`src/rtl/pcgsr_pkg.sv`:
```
// Shared constants, operation codes and control types of the PCG32 range generator.
package pcgsr_pkg;

   localparam logic [63:0] LCG_MULT     = 64'd6364136223846793005;
   localparam logic [63:0] GOLDEN_GAMMA = 64'h9e3779b97f4a7c15;
   localparam logic [63:0] MIX_A        = 64'hbf58476d1ce4e5b9;
   localparam logic [63:0] MIX_B        = 64'h94d049bb133111eb;
   localparam logic [63:0] ISLAND_MULT  = 64'hd1b54a32d192ed03;

   localparam logic [1:0] REQ_SEED = 2'd0;
   localparam logic [1:0] REQ_INIT = 2'd1;
   localparam logic [1:0] REQ_DRAW = 2'd2;

   typedef enum logic [3:0] {
      OP_K1,
      OP_K2,
      OP_MIX1,
      OP_MIX2,
      OP_MIX2_S0,
      OP_MIX2_S1,
      OP_ADV,
      OP_INIT,
      OP_RES_DRAW,
      OP_RES_ZERO
   } op_type;

   typedef struct packed {
      op_type op;
      logic   load;
      logic   start;
      logic   exec;
   } cmd_type;

   typedef struct packed {
      logic mul_done;
      logic reject;
   } status_type;

endpackage

```
`src/rtl/pcgsr_ctrl.sv`:
```
// Controller: sequences seeding, initialization and draw requests and owns the handshakes.
module pcgsr_ctrl (
   input  logic                  clock,
   input  logic                  reset,
   input  logic                  req_valid,
   output logic                  req_ready,
   input  logic [1:0]            req_type,
   output logic                  rsp_valid,
   input  logic                  rsp_ready,
   output pcgsr_pkg::cmd_type    cmd,
   input  pcgsr_pkg::status_type status
);

   typedef enum logic [2:0] {
      S_IDLE,
      S_INIT,
      S_LAUNCH,
      S_WAIT,
      S_FINISH
   } state_type;

   state_type         state_ff, state_in;
   pcgsr_pkg::op_type op_ff, op_in;
   logic [1:0]        kind_ff, kind_in;
   logic [1:0]        mix_ff, mix_in;
   logic              rsp_valid_ff, rsp_valid_in;
   logic              out_free;
   logic              finish;

   assign out_free = !rsp_valid_ff || rsp_ready;
   assign finish   = (state_ff == S_FINISH) && out_free;

   always_comb begin
      state_in = state_ff;
      op_in    = op_ff;
      kind_in  = kind_ff;
      mix_in   = mix_ff;
      case (state_ff)
         S_IDLE: begin
            if (req_valid) begin
               kind_in = req_type;
               mix_in  = 2'd0;
               case (req_type)
                  pcgsr_pkg::REQ_SEED: begin
                     op_in    = pcgsr_pkg::OP_K1;
                     state_in = S_LAUNCH;
                  end
                  pcgsr_pkg::REQ_INIT: begin
                     op_in    = pcgsr_pkg::OP_INIT;
                     state_in = S_INIT;
                  end
                  pcgsr_pkg::REQ_DRAW: begin
                     op_in    = pcgsr_pkg::OP_ADV;
                     state_in = S_LAUNCH;
                  end
                  default: begin
                     op_in    = pcgsr_pkg::OP_RES_ZERO;
                     state_in = S_FINISH;
                  end
               endcase
            end
         end
         S_INIT: begin
            op_in    = pcgsr_pkg::OP_ADV;
            state_in = S_LAUNCH;
         end
         S_LAUNCH: state_in = S_WAIT;
         S_WAIT: begin
            if (status.mul_done) begin
               state_in = S_LAUNCH;
               case (op_ff)
                  pcgsr_pkg::OP_K1: op_in = pcgsr_pkg::OP_K2;
                  pcgsr_pkg::OP_K2: op_in = pcgsr_pkg::OP_MIX1;
                  pcgsr_pkg::OP_MIX1: begin
                     case (mix_ff)
                        2'd0: op_in = pcgsr_pkg::OP_MIX2;
                        2'd1: op_in = pcgsr_pkg::OP_MIX2_S0;
                        default: op_in = pcgsr_pkg::OP_MIX2_S1;
                     endcase
                  end
                  pcgsr_pkg::OP_MIX2, pcgsr_pkg::OP_MIX2_S0: begin
                     mix_in = mix_ff + 2'd1;
                     op_in  = pcgsr_pkg::OP_MIX1;
                  end
                  pcgsr_pkg::OP_MIX2_S1: op_in = pcgsr_pkg::OP_ADV;
                  pcgsr_pkg::OP_ADV: begin
                     if (kind_ff != pcgsr_pkg::REQ_DRAW) begin
                        op_in    = pcgsr_pkg::OP_RES_ZERO;
                        state_in = S_FINISH;
                     end else if (!status.reject) begin
                        op_in    = pcgsr_pkg::OP_RES_DRAW;
                        state_in = S_FINISH;
                     end
                  end
                  default: state_in = S_IDLE;
               endcase
            end
         end
         S_FINISH: begin
            if (out_free) begin
               state_in = S_IDLE;
            end
         end
         default: state_in = S_IDLE;
      endcase
      rsp_valid_in = (rsp_valid_ff && !rsp_ready) || finish;
   end

   always_ff @(posedge clock) begin
      if (reset) begin
         state_ff     <= S_IDLE;
         op_ff        <= pcgsr_pkg::OP_RES_ZERO;
         kind_ff      <= pcgsr_pkg::REQ_SEED;
         mix_ff       <= 2'd0;
         rsp_valid_ff <= 1'b0;
      end else begin
         state_ff     <= state_in;
         op_ff        <= op_in;
         kind_ff      <= kind_in;
         mix_ff       <= mix_in;
         rsp_valid_ff <= rsp_valid_in;
      end
   end

   assign req_ready = (state_ff == S_IDLE);
   assign rsp_valid = rsp_valid_ff;
   assign cmd.op    = op_ff;
   assign cmd.load  = req_valid && (state_ff == S_IDLE);
   assign cmd.start = (state_ff == S_LAUNCH);
   assign cmd.exec  = (state_ff == S_INIT) || finish;

endmodule

```
`config.mk`:
```
export PLATFORM = sky130hd
export DESIGN_NAME = pcgsr_ctrl
export DESIGN_NICKNAME = d
export VERILOG_FILES = /design/src/rtl/pcgsr_pkg.sv /design/src/rtl/pcgsr_ctrl.sv
export SDC_FILE = /design/constraint.sdc
export NUM_CORES = 1
export LEC_CHECK = 0
export ABC_AREA = 1
export BUFFER_PORTS_ARGS = -buffer_cell sky130_fd_sc_hd__buf_2
export CAP_MARGIN = 20
export CORE_UTILIZATION = 45
export DETAILED_ROUTE_END_ITERATION = 8
export GPL_TIMING_DRIVEN = 0
export PLACE_DENSITY = 0.75
export SLEW_MARGIN = 20
export SYNTH_ARGS = -nofsm -noshare
export SYNTH_HDL_FRONTEND = slang
export SYNTH_SLANG_ARGS = --single-unit
```
`constraint.sdc`:
```
create_clock -name clock -period 1.23 [get_ports clock]
set_input_delay 0.123 -clock clock [delete_from_list [all_inputs] [get_ports clock]]
set_output_delay 0.123 -clock clock [all_outputs]
set_load 0.005 [all_outputs]
```
======== Word-level counts from Yosys, hierarchy flattened ========
Cells that the tools add are included.
storage, ports and cells
  bits in registers ....................... 12
  memory bits (writable) .................. 0
  output and inout bits ................... 9
  memory bits (read-only) ................. 0
  bits of input ports ..................... 8
  memories kept ........................... 0
  logic and storage cells ................. 68
  latch bits .............................. 0
operators by class
  bitwise gates (word level) .............. 0
  div/mod/pow operators ................... 0
  multiplexer cells ....................... 20
  equal/unequal tests ..................... 20
  add/sub/neg operators ................... 1
  reduce and logical (&&, ||, !) cells .... 22
  $lt $le $gt $ge ......................... 0
  $mul .................................... 0
  shift-type cells ........................ 0
operators with widths
  kind                                                    number
  case mux 4 bit (3 select lines)                         2
  case mux 4 bit (5 select lines)                         1
  case mux 3 bit (2 select lines)                         3
  2-to-1 mux 4 bit                                        4
  2-to-1 mux 3 bit                                        5
  case mux 3 bit (5 select lines)                         1
  == test 4 x 3 -> 1 bit (second input constant)          3
  == test 4 x 2 -> 1 bit (second input constant)          2
  inequality test 2 bit (second input constant)           4
  == test 3 x 2 -> 1 bit (second input constant)          2
  2-to-1 mux 2 bit                                        3
  inequality test 6 x 3 -> 1 bit (second input constant)  1
  OR reduction 6 bit                                      1
  AND reduction 5 bit                                     1
  == test 2 x 1 -> 1 bit (second input constant)          2
  == test 4 x 1 -> 1 bit (second input constant)          1
  zero test 2 bit                                         2
  zero test 4 bit                                         1
  inequality test 4 bit (second input constant)           1
  case mux 2 bit (2 select lines)                         1
  AND reduction 4 bit                                     1
  OR reduction 2 bit                                      2
  == test 3 x 1 -> 1 bit (second input constant)          1
  == test 3 bit (second input constant)                   1
  other kinds (12)                                        17

======== Depth between registers and ports, before layout ========
  depth after elaboration ................. 5
  gate-level depth with buffers ........... 11
  depth with buffers taken out ............ 10

======== Worst setup path before layout ========
OpenSTA, ideal clock, no wires.
  kind .................................... register to register
  from .................................... register op_ff[2]
  to ...................................... register op_ff[1]
  path buffers ............................ 0
  setup time .............................. 0.113 ns
  arrival ................................. 1.035 ns
  slack ................................... 0.082 ns
  stages on the path, launching flop included .. 8
  required time ........................... 1.117 ns
  period minus slack after synthesis ...... 1.148 ns
  cell sequence ........................... dfxtp_1 -> nand2_1 -> nor2_2 -> nand3_2 -> nand3_2 -> nand2_1 -> nand2_1 -> nor2_1
on the way
  word-level cells in the longest chain between the ends .. 5
  elaborated cells on any way between the ends .. 14
  those cells by class .................... 8 x eq/ne; 3 x mux; 3 x reduce/logical
ends and longest elaborated chain
  element                                         RTL line           RTL
  start: declaration                              pcgsr_ctrl.sv:23   pcgsr_pkg::op_type op_ff, op_in;
  start signal: assignment                        pcgsr_ctrl.sv:112  op_ff <= pcgsr_pkg::OP_RES_ZERO;
  start signal: assignment                        pcgsr_ctrl.sv:118  op_ff <= op_in;
  == test 4 x 2 -> 1 bit (tied with other cells)  pcgsr_ctrl.sv:71   case (op_ff)
  OR reduction 3 bit (no line)                    -
  case mux 4 bit (5 select lines)                 pcgsr_ctrl.sv:71
  2-to-1 mux 4 bit                                pcgsr_ctrl.sv:69   if (status.mul_done) begin
  case mux 4 bit (3 select lines)                 pcgsr_ctrl.sv:38   case (state_ff)
Several ways; a longest one is shown, not always the timed one. The select of a mux whose other input is x is not followed.
A chain may end at the register's enable or synchronous reset.

==> flow_metrics.env <==
export IMPL_hold_depth=2
export IMPL_swShare_pct=46.3
export IMPL_r2r_cells=7
export IMPL_min_path_type="in2reg"
export IMPL_regArea_um2=260
export IMPL_cp_slowest_cell="dfxtp_4"
export IMPL_antenna_found_initial=0
export IMPL_cts_tree="done"
export IMPL_min_period_ns=1.29
export IMPL_endpoint_kind="primary output"
export IMPL_path_clk_slew_ns=0.08
export IMPL_wl_per_cell_um=11.2
export IMPL_syn_area_per_cell_um2=6.05
export IMPL_syn_instance_count=157
export IMPL_io_buffer_count=16
export IMPL_path_max_fanout=5
export IMPL_worst_slew_pin_slew_ns=0.428
export IMPL_fin_ws_ns=-0.0641
export IMPL_cp_required_ns=1.11
export IMPL_ff2ff_setup_slack_ns=-0.03
export IMPL_p_switching_uw=976
export IMPL_layout_common_cells="nand2_1, inv_1, buf_2"
export IMPL_violations="negative setup slack"
export IMPL_grt_max_degree=11
export IMPL_fin_setup_tns_ns=-0.165
export IMPL_status="finished with violations"
export IMPL_rsz0062_at_grt="true"
export IMPL_crit_path_start="state_ff[0]"
export IMPL_start_util_pct=47.9
export IMPL_finalSetupViolations=6
export IMPL_drive_gt1_share_pct=38.4
export IMPL_min_period_over_period_pct=105
export IMPL_ys_warn_count=0
export IMPL_comb_power_share_pct=57.3
export IMPL_fin_worst_skew_ns=0.00385
export IMPL_fmax_ghz=0.773
export IMPL_clk_latency_ns=0.28
export IMPL_min_delay_start="reset"
export IMPL_ant_nets=0
export IMPL_multiInputGateArea_um2=681
export IMPL_maxCapViolations=0
export IMPL_track_usage_pct=20.8
export IMPL_rr_startpoint="state_ff[1]"
export IMPL_area_delta_synth_final_pct=34.8
export IMPL_slew_violations=0
export IMPL_synthesis_area_um2=950
export IMPL_vias_per_cell=4.89
export IMPL_rows=16
export IMPL_die_x_um=47.9
export IMPL_peakVddDrop_mv=0.917
export IMPL_fin_nets=202
export IMPL_fill_cells=174
export IMPL_drcViolationCount=0
export IMPL_critical_path_class="reg2out"
export IMPL_gp_congestion=0.830
export IMPL_clkPwrFrac_pct=11.9
export IMPL_overflow=0
export IMPL_antennaDiodeCount=0
export IMPL_cts_buffers=3
export IMPL_p_per_area_nw_per_um2=1650
export IMPL_fp_dieH_um=47.9
export IMPL_first_global_vias=882
export IMPL_hold_viol=0
export IMPL_vias=1036
export IMPL_ys_types=17
export IMPL_layout_commonest_cell="nand2_1"
export IMPL_syn_nets=172
export IMPL_ys_ff_latch=12
export IMPL_internal_power_uw=1130
export IMPL_slew_headroom_pct=71.2
export IMPL_holdWs_ns=0.0303
export IMPL_clock_path_buffers=2
export IMPL_cp_cell_sequence="nor2_4 -> nand2_4 -> nor2_4 -> buf_2"
export IMPL_drtPass1Iterations=4
export IMPL_cp_start_kind="flip-flop"
export IMPL_timing_critical_path_arrival_ns=1.17
export IMPL_drt_wl_total_um=2380
export IMPL_finish_utilization_pct=64.6
export IMPL_htreeDepth=1
export IMPL_crit_top_cell="nor2_4"
export IMPL_pin_count=17
export IMPL_synth_seq_area_share_pct=25.3
export IMPL_cts_sinks=12
export IMPL_root_buffer="clkbuf_4"
export IMPL_core_area_um2=1980
export IMPL_p_seq_share_pct=30.8
export IMPL_max_stage_delay_ns=0.37
export IMPL_hpwl_um=1580
export IMPL_die_area_um2=2300
export IMPL_drtIter0Drc=18
export IMPL_power_leakage_uw=0.000661
export IMPL_grt_pass1_wl_um=3330
cell type report:
cell class | count | share of cell area (%)
Tap cell | 27 | 2.64
Inverter | 29 | 8.70
Sequential cell | 12 | 20.3
Timing Repair Buffer | 25 | 11.6
Buffer | 2 | 1.76
Clock buffer | 3 | 1.76
Multi-Input combinational cell | 114 | 53.2
stage by stage:
stage	instance area (µm²)	cells	setup slack, ns	power (µW)
finish	1280	212	-0.0641	2110
global route	1280	212	-0.0999	2280
CTS	1130	205	-0.0341	1850
detailed placement	1060	200	-0.0757	1520
global placement	1060	200	-0.0307	1500
floorplan	950	157	0.0822	1280
logic make-up (layout without fill, tap and decap cells):
logic type	count (synthesis)	after routing	share of synthesized area, %
AND/OR/NAND/NOR	90	90	42.6
adder cells (fa/ha/maj)	7	7	9.22
buffers and inverters	31	59	13.8
flip-flops	12	12	25.3
AO/OA/AOI/OAI	17	17	9.09
Yosys cell counts:
| cell type | count | area share [%] |
|---|---|---|
| inv_1 | 26 | 10 |
| nand2_1 | 46 | 18 |
| ha_1 | 7 | 9.2 |
| nor2_1 | 17 | 6.7 |
| nand3_2 | 2 | 2.1 |
| dfxtp_1 | 12 | 25 |
| o22ai_1 | 1 | 0.66 |
| nand3_1 | 15 | 7.9 |
| o21ai_0 | 6 | 3.2 |
| o21ai_1 | 1 | 0.53 |
| nand4_1 | 2 | 1.3 |
| inv_2 | 3 | 1.2 |
| a21oi_1 | 9 | 4.7 |
| buf_6 | 2 | 2.4 |
| nand2_2 | 3 | 2.0 |
| nor2_2 | 3 | 2.0 |
| nor2_4 | 2 | 2.4 |
worst max-delay path, delay by kind of cell (launching register included):
kind          cells  cell delay, ns
buf+inv           1            0.13
simple gates      3            0.40
flops             1            0.37
state kept, by name, summed over array words and instances, names as in the netlist:
name and count:
state_ff 3, mix_ff 2, kind_ff 2, rsp_valid 1, op_ff 4
metal layers:
metal,GRT usage [%],vias up,routed length [µm],share of wire (%)
met2,38.9,21,1250,53
met4,10.0,0,38,1.6
met3,2.26,5,66,2.8
met1,22.9,468,1030,43
met5,0,-,0,0
li1,-,542,-,-
repair_timing:
action,in CTS,in global routing
pin swaps,1,14
hold buffers,0,0
buffers inserted,2,6
resized for setup,11,32
setup endpoints to repair,10,12
gates cloned,0,1
worst paths after layout:
path	to
worst max register to register	op_ff[1]
worst min register to register	mix_ff[1]
worst min-delay path	state_ff[1]
worst max-delay path	cmd[2]
power by group through the flow:
stage	Clock [µW]	Combinational (µW)	Sequential, µW
global route	263	1360	663
detailed placement	0	915	606
CTS	251	978	618
global placement	0	900	601
floorplan	0	685	593
finish	250	1210	649
No activity file was read; power rests on OpenSTA's default activity.
